<file path="src/rtl/csr_mapping_inverse_unit_macros.svh">
// Assertion macros shared by the csr mapping inverse unit.
`ifndef CSR_MAPPING_INVERSE_UNIT_MACROS_SVH
`define CSR_MAPPING_INVERSE_UNIT_MACROS_SVH

`ifndef ASSERT_OFF
`define CMI_ASSERT_ALWAYS(label, expr) \
  label: assert property (@(posedge clk) disable iff (rst) (expr)) \
    else $error("%m: invariant violated");
`define CMI_ASSERT_NEXT(label, cause, effect) \
  label: assert property (@(posedge clk) disable iff (rst) (cause) |=> (effect)) \
    else $error("%m: sequence violated");
`else
`define CMI_ASSERT_ALWAYS(label, expr)
`define CMI_ASSERT_NEXT(label, cause, effect)
`endif

`endif

</file>
<file path="src/rtl/cmi_pkg.sv">
// Shared types and constants of the csr mapping inverse unit.
`timescale 1ns / 1ps

package cmi_pkg;

  localparam int CMP_W = 18;

  localparam logic [2:0] KIND_CLEAR  = 3'd0;
  localparam logic [2:0] KIND_LOAD   = 3'd1;
  localparam logic [2:0] KIND_BUILD  = 3'd2;
  localparam logic [2:0] KIND_RD_OFS = 3'd3;
  localparam logic [2:0] KIND_RD_INV = 3'd4;

  localparam logic [2:0] ST_OK      = 3'd0;
  localparam logic [2:0] ST_RANGE   = 3'd1;
  localparam logic [2:0] ST_FULL    = 3'd2;
  localparam logic [2:0] ST_ADDR    = 3'd3;
  localparam logic [2:0] ST_UNBUILT = 3'd4;

  localparam logic [8:0] TC_RESET = 9'd256;

  typedef enum logic [3:0] {
    S_IDLE, S_RD_OFS, S_RD_INV, S_CLR,
    S_CNT_A, S_CNT_B, S_CNT_C,
    S_PRE_A, S_PRE_B,
    S_SCT_A, S_SCT_B, S_SCT_C,
    S_DONE
  } state_t;

  typedef enum logic [1:0] {OUT_ZERO, OUT_OFS, OUT_INV} out_src_t;

  typedef struct packed {
    logic       load_elem;
    logic       clear_all;
    logic       build_start;
    logic       build_done;
    logic       i_rst;
    logic       i_inc;
    logic       j_rst;
    logic       j_inc;
    logic       clr_wr;
    logic       cnt_rd;
    logic       cnt_wr;
    logic       pre_rd;
    logic       pre_wr;
    logic       sct_wr;
    logic       out_load;
    out_src_t   out_src;
    logic [2:0] out_status;
  } cmd_t;

  typedef struct packed {
    logic tgt_ok;
    logic full;
    logic built;
    logic ofs_ok;
    logic inv_ok;
    logic i_end;
    logic j_end;
    logic t_live;
  } stat_t;

endpackage

</file>
<file path="src/rtl/cmi_ctrl.sv">
// Controller state machine: transaction decode and build sequencing.
`timescale 1ns / 1ps

module cmi_ctrl (
  input  logic           clk,
  input  logic           rst,
  input  logic           req_valid,
  input  logic [2:0]     req_kind,
  output logic           req_ready,
  output logic           rsp_valid,
  input  logic           rsp_ready,
  input  cmi_pkg::stat_t stat,
  output cmi_pkg::cmd_t  cmd
);

  cmi_pkg::state_t state;
  cmi_pkg::state_t state_next;
  logic            accept;

  assign req_ready = (state == cmi_pkg::S_IDLE) && (!rsp_valid || rsp_ready);
  assign accept    = req_valid && req_ready;

  always_ff @(posedge clk) begin
    if (rst) begin
      state     <= cmi_pkg::S_IDLE;
      rsp_valid <= 1'b0;
    end else begin
      state     <= state_next;
      rsp_valid <= cmd.out_load || (rsp_valid && !rsp_ready);
    end
  end

  always_comb begin
    state_next = state;
    case (state)
      cmi_pkg::S_IDLE: begin
        if (accept) begin
          case (req_kind)
            cmi_pkg::KIND_BUILD: state_next = cmi_pkg::S_CLR;
            cmi_pkg::KIND_RD_OFS: begin
              if (stat.built && stat.ofs_ok) state_next = cmi_pkg::S_RD_OFS;
            end
            cmi_pkg::KIND_RD_INV: begin
              if (stat.built && stat.inv_ok) state_next = cmi_pkg::S_RD_INV;
            end
            default: state_next = cmi_pkg::S_IDLE;
          endcase
        end
      end
      cmi_pkg::S_RD_OFS: state_next = cmi_pkg::S_IDLE;
      cmi_pkg::S_RD_INV: state_next = cmi_pkg::S_IDLE;
      cmi_pkg::S_CLR: begin
        if (stat.j_end) state_next = cmi_pkg::S_CNT_A;
      end
      cmi_pkg::S_CNT_A: state_next = stat.i_end ? cmi_pkg::S_PRE_A : cmi_pkg::S_CNT_B;
      cmi_pkg::S_CNT_B: state_next = stat.t_live ? cmi_pkg::S_CNT_C : cmi_pkg::S_CNT_A;
      cmi_pkg::S_CNT_C: state_next = cmi_pkg::S_CNT_A;
      cmi_pkg::S_PRE_A: state_next = stat.j_end ? cmi_pkg::S_SCT_A : cmi_pkg::S_PRE_B;
      cmi_pkg::S_PRE_B: state_next = cmi_pkg::S_PRE_A;
      cmi_pkg::S_SCT_A: state_next = stat.i_end ? cmi_pkg::S_DONE : cmi_pkg::S_SCT_B;
      cmi_pkg::S_SCT_B: state_next = stat.t_live ? cmi_pkg::S_SCT_C : cmi_pkg::S_SCT_A;
      cmi_pkg::S_SCT_C: state_next = cmi_pkg::S_SCT_A;
      cmi_pkg::S_DONE:  state_next = cmi_pkg::S_IDLE;
      default:          state_next = cmi_pkg::S_IDLE;
    endcase
  end

  always_comb begin
    cmd            = '0;
    cmd.out_src    = cmi_pkg::OUT_ZERO;
    cmd.out_status = cmi_pkg::ST_OK;
    case (state)
      cmi_pkg::S_IDLE: begin
        if (accept) begin
          case (req_kind)
            cmi_pkg::KIND_CLEAR: begin
              cmd.clear_all = 1'b1;
              cmd.out_load  = 1'b1;
            end
            cmi_pkg::KIND_LOAD: begin
              cmd.out_load = 1'b1;
              if (!stat.tgt_ok) begin
                cmd.out_status = cmi_pkg::ST_RANGE;
              end else if (stat.full) begin
                cmd.out_status = cmi_pkg::ST_FULL;
              end else begin
                cmd.load_elem = 1'b1;
              end
            end
            cmi_pkg::KIND_BUILD: begin
              cmd.build_start = 1'b1;
              cmd.j_rst       = 1'b1;
            end
            cmi_pkg::KIND_RD_OFS: begin
              if (!stat.built) begin
                cmd.out_load   = 1'b1;
                cmd.out_status = cmi_pkg::ST_UNBUILT;
              end else if (!stat.ofs_ok) begin
                cmd.out_load   = 1'b1;
                cmd.out_status = cmi_pkg::ST_ADDR;
              end
            end
            cmi_pkg::KIND_RD_INV: begin
              if (!stat.built) begin
                cmd.out_load   = 1'b1;
                cmd.out_status = cmi_pkg::ST_UNBUILT;
              end else if (!stat.inv_ok) begin
                cmd.out_load   = 1'b1;
                cmd.out_status = cmi_pkg::ST_ADDR;
              end
            end
            default: cmd.out_load = 1'b1;
          endcase
        end
      end
      cmi_pkg::S_RD_OFS: begin
        cmd.out_load = 1'b1;
        cmd.out_src  = cmi_pkg::OUT_OFS;
      end
      cmi_pkg::S_RD_INV: begin
        cmd.out_load = 1'b1;
        cmd.out_src  = cmi_pkg::OUT_INV;
      end
      cmi_pkg::S_CLR: begin
        cmd.clr_wr = 1'b1;
        if (stat.j_end) cmd.i_rst = 1'b1;
        else cmd.j_inc = 1'b1;
      end
      cmi_pkg::S_CNT_A: begin
        if (stat.i_end) cmd.j_rst = 1'b1;
      end
      cmi_pkg::S_CNT_B: begin
        if (stat.t_live) cmd.cnt_rd = 1'b1;
        else cmd.i_inc = 1'b1;
      end
      cmi_pkg::S_CNT_C: begin
        cmd.cnt_wr = 1'b1;
        cmd.i_inc  = 1'b1;
      end
      cmi_pkg::S_PRE_A: begin
        if (stat.j_end) cmd.i_rst = 1'b1;
        else cmd.pre_rd = 1'b1;
      end
      cmi_pkg::S_PRE_B: begin
        cmd.pre_wr = 1'b1;
        cmd.j_inc  = 1'b1;
      end
      cmi_pkg::S_SCT_B: begin
        if (!stat.t_live) cmd.i_inc = 1'b1;
      end
      cmi_pkg::S_SCT_C: begin
        cmd.sct_wr = 1'b1;
        cmd.i_inc  = 1'b1;
      end
      cmi_pkg::S_DONE: begin
        cmd.build_done = 1'b1;
        cmd.out_load   = 1'b1;
      end
      default: cmd.out_load = 1'b0;
    endcase
  end

endmodule

</file>
<file path="config.mk">
export PLATFORM = sky130hd
export DESIGN_NAME = cmi_ctrl
export DESIGN_NICKNAME = d
export VERILOG_FILES = /design/src/rtl/csr_mapping_inverse_unit_macros.svh /design/src/rtl/cmi_pkg.sv /design/src/rtl/cmi_ctrl.sv
export SDC_FILE = /design/constraint.sdc
export NUM_CORES = 1
export LEC_CHECK = 0
export BUFFER_PORTS_ARGS = -buffer_cell sky130_fd_sc_hd__buf_2
export CAP_MARGIN = 40
export CORE_MARGIN = 8
export CORE_UTILIZATION = 30
export CTS_CLUSTER_DIAMETER = 50
export DETAILED_ROUTE_END_ITERATION = 10
export PLACE_DENSITY = 0.55
export SKIP_CTS_REPAIR_TIMING = 1
export SYNTH_ARGS = -nofsm -noshare
export SYNTH_HDL_FRONTEND = slang
export SYNTH_SLANG_ARGS = --single-unit
</file>
<file path="constraint.sdc">
create_clock -name clk -period 2.7 [get_ports clk]
set_clock_uncertainty 0.1 [all_clocks]
set_input_delay 0.135 -clock clk [delete_from_list [all_inputs] [get_ports clk]]
set_output_delay 0.135 -clock clk [all_outputs]
set_load 0.005 [all_outputs]
</file>
======== Yosys cells after proc, flatten, opt, wreduce, memory -nomap -nowiden ========
Cells that the tools add are included.
Widths: inputs -> output; s select.
word-level totals
  bits of input ports ..................... 15
  bits in registers ....................... 5
cells by class
  muxes and demuxes ....................... 52
  eq/ne operators ......................... 20
  reduce and logical (&&, ||, !) cells .... 16
operator list
  cell                number
  $pmux 4 s10         1
  $mux 1              25
  $mux 3              7
  $eq 4x4->1 const B  5
  $eq 4x3->1 const B  4
  $mux 4              4
  $mux 2              7
  $pmux 4 s3          1
  $pmux 3 s3          1
  $eq 4x2->1 const B  2
  $pmux 1 s2          4
  $eq 3x2->1 const B  2
  $ne 3x3->1 const B  2
  $reduce_or 2->1     3
  $logic_and 1x1->1   5
  $eq 4x1->1 const B  1
  $logic_not 4->1     1
  $ne 2x2->1 const B  2
  $pmux 2 s2          1
  $reduce_and 4->1    1
  $eq 3x1->1 const B  1
  $eq 3x3->1 const B  1
  $logic_not 3->1     1
  $pmux 1 s3          1
  other kinds (3)     5

======== Logic depth before layout (Yosys ltp) ========
Gate-level depths: netlist of the first run.
  depth after elaboration ................. 7
  depth in mapped cells ................... 6
  depth with buffers taken out ............ 4

======== Worst setup path before layout of the first run ========
Ideal clock, no wire load.
  path type ............................... register to register
  start ................................... register state[1]
  end ..................................... register rsp_valid
  slack ................................... 1.075 ns
  data arrival time ....................... 1.451 ns
  required time ........................... 2.526 ns
  stages on the path, launching flop included .. 6
  clock period less this slack ............ 1.625 ns
  cells stage by stage .................... dfxtp_1 buf_6 nor4_4 nand3_4 or3_1 a31oi_1
between the ends
  cells in the longest elaborated chain, start to end .. 6
  elaborated cells between the ends (all ways) .. 10
ends and longest elaborated chain
  element                 RTL line                        RTL
  from (decl)             cmi_ctrl.sv:16                  cmi_pkg::state_t state;
  from (signal assigned)  cmi_ctrl.sv:25                  state <= cmi_pkg::S_IDLE;
  from (signal assigned)  cmi_ctrl.sv:28                  state <= state_next;
  $logic_not 4->1         cmi_ctrl.sv:20, cmi_ctrl.sv:72
  $logic_and 1x1->1       cmi_ctrl.sv:20                  assign req_ready = (state == cmi_pkg::S_IDLE) && (!rsp_valid || rsp_ready);
  $logic_and 1x1->1       cmi_ctrl.sv:21                  assign accept = req_valid && req_ready;
  $mux 1                  cmi_ctrl.sv:74                  if (accept) begin
  $pmux 1 s2 *            cmi_ctrl.sv:72                  case (state)
  $logic_or 1x1->1 *      cmi_ctrl.sv:29                  rsp_valid <= cmd.out_load || (rsp_valid && !rsp_ready);
  to (signal assigned)    cmi_ctrl.sv:29
  to (decl)               cmi_ctrl.sv:10                  output logic rsp_valid,
Every way passes the cells marked *; elsewhere a longest branch is shown, timed or not.
A chain may end at the register's enable or synchronous reset.

==> results.txt, run 1 <==
* Detail-routed via count per cell: 5.30
* Slowest Stage Delay on Critical Path: 480 ps
- Area overhead of the layout relative to synthesis: 31.8%
* CTS buffer count: 3
- Synth unique cells: 38
* Actual slew at the worst max-slew pin: 657 ps
- The worst hold path belongs to the class input pin to flop.
* Async set or reset register ratio after synthesis: 0%
- Seq/Total Area, Yosys: 15.0%
- Primary FF master, synth: dfxtp_1
- Antenna cells: 0
* Total die area: 4000 um2
- Clock latency on the worst-skew pair, taken at its later pin, is 240 ps.
- Clock edge transition at the registers on the reported setup and hold paths: 50 ps
- Initial Util: 30.9%
* Post-route setup slack: 546 ps
- The biggest area contributor in the post-synthesis netlist is dfxtp_1.
- Before CTS, the worst setup slack after placement is 793 ps.
- The placed instances occupy a cell area of 846 um2.
- Entering global routing, the biggest net connects 20 pins.
- Yosys mapped a number of flops with a built-in enable equal to 0.
- Tcrit/Tclk final: 79.8%
- The worst hold path passes through 4 cells.
* Area of the mapped netlist: 669 um2
- Wirelength per Cell: 13.2 um
- The first detailed-routing pass ran for 4 iterations.
- In this run the number of H-tree levels came out at 1.
- Across all layers, the routed design uses 853 vias.
- Sum of overflow across all layers after global routing: 0
- Across all register-to-register paths, the minimum setup slack is 850 ps.
- Warning count from the yosys run: 0
- Crit Path Class: flop to output pin
- Mean post-synth cell area: 6.69 um2
- Measured along the y axis, the die boundary spans 63.2 um.
- Signal arrival time at the worst endpoint: 1920 ps
- In this run the worst path has a maximum fanout of 17.
- For this run, the top clock speed supported by timing is 0.464 GHz.
* Total wire length: 2.13 mm
- Counting every sink on the clock net gives 5.
* Wire length of the first global-routing pass: 3.55 mm
- The final layout contains 149 nets.
- Measured in cells, the most critical reg-to-reg path has a length of 4.
- Kind of end point of the critical path: output pin
- Min Clock Period, post-route: 2150 ps
* Biggest area contributors in the synthesized netlist: dfxtp_1, nor3_1, nand2_1
* Pins over their slew limit: 0
- The number of nets handed over by synthesis was 115.
- The number of global-route vias before repair is 822.
- Setup repair after global routing left no endpoint under its margin.
- In this run the power density over the cells is 290 nW/um2.
- The detail route stage leaves a number of antenna-violating nets equal to 0.
- Max clock buf depth: 2
* Slew Limit Headroom: 56.1%
- Global routing used 10.2% of the available tracks.
* Worst IR drop on VDD: 0.145 mV
- The finished cells cover 882 um2.
* Final hold vios: 0
* Die width: 63.2 um
- Number of ports placed on the die boundary: 37
* Run status: complete, no violations
- Final setup vio count: 0
* Final TNS setup: 0 ps
- Number of antenna violations at the first check in global routing: 0
* Number of DRC markers after the initial detailed-route iteration: 14
- After synthesis, the largest area contributor takes up 15.0% of total cell area.
- Number of cells produced by synthesis: 100
* Worst setup SP type: flop
- The floorplan step defined a core boundary enclosing 2170 um2.
- For this run, design rule violations remaining after detail routing come to 0.
- Critical Path Slowest Stage Cell: dfxtp_1
- Site row count: 17
- Count of fill cells added during filler insertion: 255
* TritonCTS clock tree: done
* Placer's final routability congestion estimate: 0.854
- Flops & latches, synth: 5
- Summed over all cells, the static leakage comes to 0.000381 uW.
- Fraction of layout cells with a size suffix above 1: 31.6%
* Root buffer cell: clkbuf_4
* Port Buf Inserts: 36
- The wire-length estimate of the detail-placed layout is 1.69 mm.
* Cell-by-cell listing of the critical path: nor4_4, nand3_4, or3_1, nand2_1, buf_2
* Top post-synthesis cells by count: nand2_1, nor3_1, nor2_1
- Data required time of the worst path: 2470 ps
* Total of max-cap violations: 0
logic make-up after synthesis:
kind of cell | after synthesis | share of synthesized area, %
AND/OR/NAND/NOR | 56 | 47.7
AO/OA/AOI/OAI | 25 | 26.5
buffers and inverters | 12 | 8.04
flip-flops | 5 | 15.0
XOR/XNOR | 1 | 1.31
multiplexers | 1 | 1.50
report_power, final:
group	switching [uW]	internal [uW]
sequential	8.24	77.5
clock	32.4	56.0
combinational	43.0	38.3
metal layers:
metal,track usage [%],part of all wire [%]
met2,16.1,46
met1,11.8,46
met5,0,0
met4,4.74,0.56
met3,4.06,7.6
final cells by class:
type	count	area, um2	share of cell area [%]
Clock buffer	4	26.3	2.98
Inverter	4	15.0	1.70
Tap cell	28	35.0	3.97
Sequential cell	5	100	11.3
Timing Repair Buffer	37	190	21.6
Multi-Input combinational cell	83	515	58.4
path summary, 6_finish.rpt:
kind,start,end
worst max register to register,state[1]$_SDFFE_PP0P_,rsp_valid$_SDFF_PP0_
worst min-delay path,req_kind[0],state[1]$_SDFFE_PP0P_
worst min register to register,rsp_valid$_SDFF_PP0_,rsp_valid$_SDFF_PP0_
worst max-delay path,state[1]$_SDFFE_PP0P_,cmd[5]
cell usage in the layout (no fill, tap or decap), types with 3 or more instances in the layout:
| cell type | count |
|---|---|
| a21oi_1 | 7 |
| nand3b_1 | 3 |
| inv_1 | 4 |
| nor3_1 | 12 |
| nand2b_1 | 6 |
| nor2_1 | 8 |
| buf_2 | 36 |
| dfxtp_1 | 5 |
| nand2_1 | 12 |
| clkbuf_4 | 3 |
per-stage QoR:
stage,instances,utilization (%),hold slack (ps),total power [uW]
after floorplan,100,-,104,135
after global placement,156,39.0,239,167
after detailed placement,156,39.0,240,168
after CTS,160,40.2,-26.2,260
after global routing,161,40.7,199,277
final,161,40.7,173,256
registers in the layout (all words and copies together) (netlist names):
name	count
rsp_valid	1
state	4
critical path: cells and delay by family (launching register included):
family / cells / cell delay, ps
AND/OR/NAND/NOR: 4 / 1090
buffers and inverters: 1 / 100
flip-flops: 1 / 480
(Power assumes the default switching activity.)
==> run 2, diff against run 1 <==
- PLACE_DENSITY: 0.55 -> 0.57
- clock period: 2.7 -> 1.9 ns (I/O delays scaled with it)
==> run 2 against run 1 <==
Compared with the run above:
- critical path depth stayed put
- core utilization grew 3.2 points
- wire length grew 1.6%
- global-route usage is essentially flat
- via count up 5.2%
- combinational power up 75%
- sequential cell count stayed put
- sequential share of layout area down 0.84 points
- register-to-register slack got worse by 730 ps
- worst hold slack worse by 38 ps
- worst setup slack got worse by 430 ps
- highest routed layer unchanged
==> results.txt, run 2 (synthesis results as in run 1) <==
* Switching power of the nets: 121 uW
* Placer's final routability congestion estimate: 0.770
* Data required time of the worst path: 1700 ps
- Total clock sinks: 5
* Initial Util: 30.9%
- Antenna Nets Post-Route: 0
- The floorplan step defined a die boundary enclosing 4000 um2.
* Logic depth of the worst register-to-register path: 6
- Max-cap violations in this run came to 0.
* Post-route setup slack: 112 ps
- For this run, the number of standard cells in the final layout without fillers is 169.
- Actual slew at the worst max-slew pin: 404 ps
- The worst path needs 1790 ps of the cycle, external delays included.
- Floorplan die height: 63.2 um
- In the final timing run, aggregate negative setup slack is 0 ps.
- The final-report hold violation count is 0.
- Kind of end point of the critical path: output pin
- The count of pins over their slew limit was 0.
- Power spread over the standard cell area amounts to 398 nW/um2.
* Number of ports placed on the die boundary: 37
- Signal arrival time at the worst endpoint: 1590 ps
* Clock H-tree levels: 1
- For the worst-skew pair, the clock arrives at the later sink with an insertion delay of 240 ps.
- Combinational group share of total power: 37.5%
- TritonCTS built the clock tree.
* Worst IR drop on VDD: 0.201 mV
- The initialized floorplan defines 17 standard-cell rows.
- The wire-length estimate of the detail-placed layout is 1.71 mm.
* Slew Limit Headroom: 72.8%
- The area growth from synthesis to layout is 42.2%.
* Largest net degree at the start of global routing: 19
* Clock edge transition at the registers on the reported setup and hold paths: 40 ps
- The worst path uses 94.1% of the clock period.
- The worst setup path is launched from a flop.
* DRC Markers: 0
- Cells with a size suffix above 1 make up 36.9% of the layout.
* Hold Path End: state[1]$_SDFFE_PP0P_
* Internal Power: 258 uW
- Number of flip-flops under the largest register name: 4
- Sequential cells account for 30.1% of the total power.
- After detailed placement, the total cell area comes to 883 um2.
- Wire length of the first global-routing pass: 3.55 mm
- The clock passes through at most 2 buffers.
* Sum of overflow across all layers after global routing: 0
- Final design area excluding fillers: 952 um2
* Largest registers: state (4), rsp_valid (1)
* Layout Nets: 157
* Run status: complete, no violations
- OpenSTA, run right after detailed placement, puts the worst setup slack at 287 ps.
- Measured along the x axis, the die boundary spans 63.2 um.
- Setup repair after global routing left no endpoint under its margin.
* Critical register-to-register path startpoint: state[3]$_SDFFE_PP0P_
- Clock tree synthesis inserted a total of 3 buffers.
- In this run the most critical hold path is launched from req_kind[0].
* Worst Hold Slack: 135 ps
- In this run, placement finished with an instance count of 161.
- Along the worst path, the maximum fanout reaches 3.
- Worst r2r dst: state[1]$_SDFFE_PP0P_
- In this run the register-to-register setup slack is 120 ps.
- Setup violations remaining at the end of the flow were counted as 0.
- Leakage: 0.000423 uW
- In the routed layout, each cell is associated on average with a via count of 5.31.
- Leading cell type in the layout, fill and taps excluded: buf_2
- Vias post-DR: 897
* Highest Clock Rate: 0.559 GHz
- The number of antenna diodes in the final layout is 0.
- Register containing the most flip-flops in the final layout: state
* Root buffer cell: clkbuf_4
* Most frequent cells in the layout: buf_2, nand2_1, nor3_1, nor2_1, buf_4
- Net switching is 32.0% of the power.
- The number of antenna violations at the first check in global routing was 0.
- Wirelength per Cell: 12.8 um
- The clock network burns 32.4% of the power.
- Total wire length: 2.16 mm
- Core region area: 2170 um2
- Along the worst hold path, the cell count comes to 4.
- In this run the tool buffered the top-level ports with 36 buffer cells.
- Number of search-and-repair iterations in the first detailed-routing pass: 4
- Min-delay worst type: input pin to flop
- Total routing resource utilization after global routing: 10.3%
* Number of DRC markers after the initial detailed-route iteration: 43
- The number of global-route vias before repair was 839.
* Crit Path Class: flop to output pin
run 2: metrics by stage:
| step | utilization, % | power (uW) |
|---|---|---|
| 3_5_place_dp | 40.7 | 245 |
| 3_3_place_gp | 40.7 | 244 |
| 5_1_grt | 43.9 | 404 |
| 4_1_cts | 41.9 | 371 |
| 2_1_floorplan | - | 192 |
| 6_report | 43.9 | 379 |
run 2: worst max path at each step:
stage,from,cells past startpoint,slack (ps),to
floorplan,state[1]$_SDFFE_PP0P_,5,270,rsp_valid$_SDFF_PP0_
global placement,state[1]$_SDFFE_PP0P_,5,300,cmd[5]
detailed placement,state[1]$_SDFFE_PP0P_,5,290,cmd[5]
CTS,state[1]$_SDFFE_PP0P_,5,20,cmd[5]
global route,state[0]$_SDFFE_PP0P_,5,0.8,cmd[5]
finish,state[3]$_SDFFE_PP0P_,5,110,cmd[5]
run 2: per-layer routing:
layer	track usage [%]	part of all wire (%)	vias to the layer above
li1	-	-	451
met1	12.2	44	409
met2	16.6	48	35
met3	3.18	7.3	2
met4	4.18	0.14	0
met5	0	0	-
run 2: worst max-delay path, cell delays in order (launching register included):
cell	delay, ps
dfxtp_1	330
nor4_4	350
nand3_4	100
or3_1	390
nand2_1	70
buf_2	100
run 2: cell type report:
cell class | instances | area [um2]
clock buffer | 4 | 26.3
tap | 28 | 35.0
fill | 244 | 1220
multi-input combinational | 83 | 526
inverter | 4 | 15.0
sequential | 5 | 100
timing repair buffer | 45 | 250
run 2: power groups by stage:
stage | logic, uW | clock network (uW) | registers (uW)
final | 142 | 123 | 114
after detailed placement | 129 | 0 | 116
after CTS | 129 | 127 | 114
after floorplan | 77.6 | 0 | 114
after global routing | 156 | 133 | 115
after global placement | 128 | 0 | 116
==> run 3, diff against run 2 <==
- ABC_AREA: unset -> 1
==> run 3 against run 2 <==
Compared with the run above:
- synthesized cell count is 27% higher
- register-to-register slack better by 350 ps
- count of clock-buffer cells in the layout did not move
- wire length fell by 7.2%
- total power rose by 11%
- non-clock buffer count down 8
- largest cell class unchanged
- highest routed layer is now met3
==> results.txt, run 3 <==
* Run status: complete, no violations
- VDD sags by at most 0.232 mV.
- Number of flip-flops under the largest register name: 4
* Fraction of layout cells with a size suffix above 1: 32.1%
- Headroom to the max-slew limit came out at 70.8%.
* Final hold vios: 0
- The number of antenna violations at the first check in global routing came to 0.
- Top post-synthesis cells by count: nand2_1, nor2_1, inv_1
* Antenna cells: 0
* Number of DRC markers after the initial detailed-route iteration: 24
* Mean post-synth cell area: 5.25 um2
- Pins over their slew limit: 0
- Ranked by total cell area, the synthesized netlist is headed by nand2_1, dfxtp_1, nor2_1.
- Fin util: 42.7%
- Of all nets on the critical path, the largest fanout is 5.
- The worst setup path is launched from a flop.
- Wirelength per Cell: 10.2 um
- The first detailed-routing pass ran for 4 iterations.
* Site row count: 17
- After global routing the overflow that remains totals 0.
* Leading cell type in the layout, fill and taps excluded: buf_2
- The most used flip-flop cell after synthesis is dfxtp_1.
- In the synthesized netlist, the number of instances is 127.
* Synthesized netlist net count: 142
* DRC Markers: 0
- Summed over all failing endpoints, the final setup total negative slack is 0 ps.
- In this run the number of H-tree levels came out at 1.
* Min Clock Period, post-route: 1720 ps
- Antenna Nets Post-Route: 0
- Layout Nets: 184
- Largest registers: state (4), rsp_valid (1)
- Total wire length: 2.01 mm
- In this run, distinct cell masters in the synthesized netlist total 20.
- Total routing resource utilization after global routing: 9.98%
- CTS buffer count: 3
* Async set or reset register ratio after synthesis: 0%
- Total of max-cap violations: 0
- For this run, the register share of the synthesized area comes to 15.0%.
* Total clock sinks: 5
- The floorplan step defined a core boundary enclosing 2150 um2.
* Root buffer cell: clkbuf_4
- In this run the power density over the cells is 457 nW/um2.
- Via count of the first global-routing pass: 879
- Die width: 63.2 um
- Number of ports placed on the die boundary: 37
- Final HPWL DP: 1.81 mm
- In this run the deepest clock path goes through 2 buffers.
- The synthesized design spends more area on one cell type than any other, namely nand2_1.
- Port Buf Inserts: 36
* Signal arrival time at the worst endpoint: 1520 ps
- Register containing the most flip-flops in the final layout: state
- The worst setup path is captured at an output pin.
* Number of enable-type register cells in the synthesized netlist: 0
- The area growth from synthesis to layout is 37.7%.
- Highest Clock Rate: 0.582 GHz
* TritonCTS clock tree: done
* Flops & latches, synth: 5
- The die is 63.2 um tall.
- Data required time of the worst path: 1700 ps
* Wire length of the first global-routing pass: 3.51 mm
* Final setup vio count: 0
* Actual slew at the worst max-slew pin: 436 ps
* Clk_lat worst skew: 230 ps
- For this block, the via count after detailed routing is 883.
- Entering global routing, the biggest net connects 7 pins.
- Most repeated cell in the gate-level netlist after synthesis: nand2_1
* Tcrit/Tclk final: 90.4%
* Detail-routed via count per cell: 4.51
- Placer's final routability congestion estimate: 0.881
- Total die area: 3990 um2
* Most frequent cells in the layout: buf_2, nand2_1, nor2_1, inv_1, nand3_1
* Min-delay worst type: input pin to flop
* Crit Path Class: flop to output pin
- Clock-pin slew was measured on the worst setup and hold paths at 40 ps.
- Total power for the finished layout comes to 420 uW.
- Unrepaired setup endpoints after global routing: no
- In this run the static leakage power is 0.000564 uW.
- In this run the biggest area consumer among cell types represents 18.6% of the synthesized area.
- For this configuration, the core starts out at a cell density of 31.0%.
* Warning count from the yosys run: 0
- After synthesis the cells add up to 667 um2.
## run 3: changes by cell type in the layout (fill, tap and decap cells not counted), sizes merged, moves of 7 or more
cell and delta:
nand2 +25, nor2 +21, inv +20, buf -8, nand3 +7, nor3 -7
o21ai +7
## run 3: critical path, stage by stage (launching register included)
cell and delay, ps:
dfxtp_1 350, nor2_2 200, nand3_2 140, nor3_4 220, o21ai_1 130, nor2_1 120, buf_2 120
## run 3: worst paths after layout
check	start	end	slack, ps	cells past startpoint
worst max-delay path	state[1]$_SDFFE_PP0P_	cmd[1]	180	6
worst min-delay path	stat[1]	state[0]$_SDFFE_PP0P_	130	4
worst max register to register	state[3]$_SDFFE_PP0P_	state[1]$_SDFFE_PP0P_	470	9
worst min register to register	state[2]$_SDFFE_PP0P_	state[1]$_SDFFE_PP0P_	600	4
## run 3: cell type report
| cell class | count | area, um2 |
|---|---|---|
| clock buffers | 4 | 26.3 |
| fillers | 247 | 1230 |
| inverters | 24 | 90.1 |
| repair buffers | 37 | 190 |
| multi-input cells | 98 | 477 |
| well taps | 28 | 35.0 |
| flip-flops and latches | 5 | 100 |
## run 3: cell families after synthesis
family / after synthesis / share of synthesized area, %
flip-flops: 5 / 15.0
AO/OA/AOI/OAI: 14 / 12.2
AND/OR/NAND/NOR: 84 / 59.3
buffers and inverters: 24 / 13.5
## run 3: report_power, final
group	internal (uW)	switching, uW
logic	69.6	111
clock network	79.2	39.8
registers	113	7.15
total	262	158
## run 3: routing by layer
metal,global-route usage (%),part of all wire [%],vias up
met5,0,0,-
li1,-,-,480
met1,10.9,45,378
met3,3.36,7.2,0
met4,2.56,0,0
met2,17.8,47,25
## run 3: through the flow
| step | setup WS (ps) | cell area [um2] | cells | hold slack [ps] |
|---|---|---|---|---|
| 6_report | 182 | 918 | 196 | 131 |
| 2_1_floorplan | 655 | 667 | 127 | 64.1 |
| 4_1_cts | 160 | 908 | 195 | -41.6 |
| 5_1_grt | 30.7 | 918 | 196 | 155 |
| 3_3_place_gp | 461 | 882 | 191 | 203 |
| 3_5_place_dp | 420 | 882 | 191 | 207 |
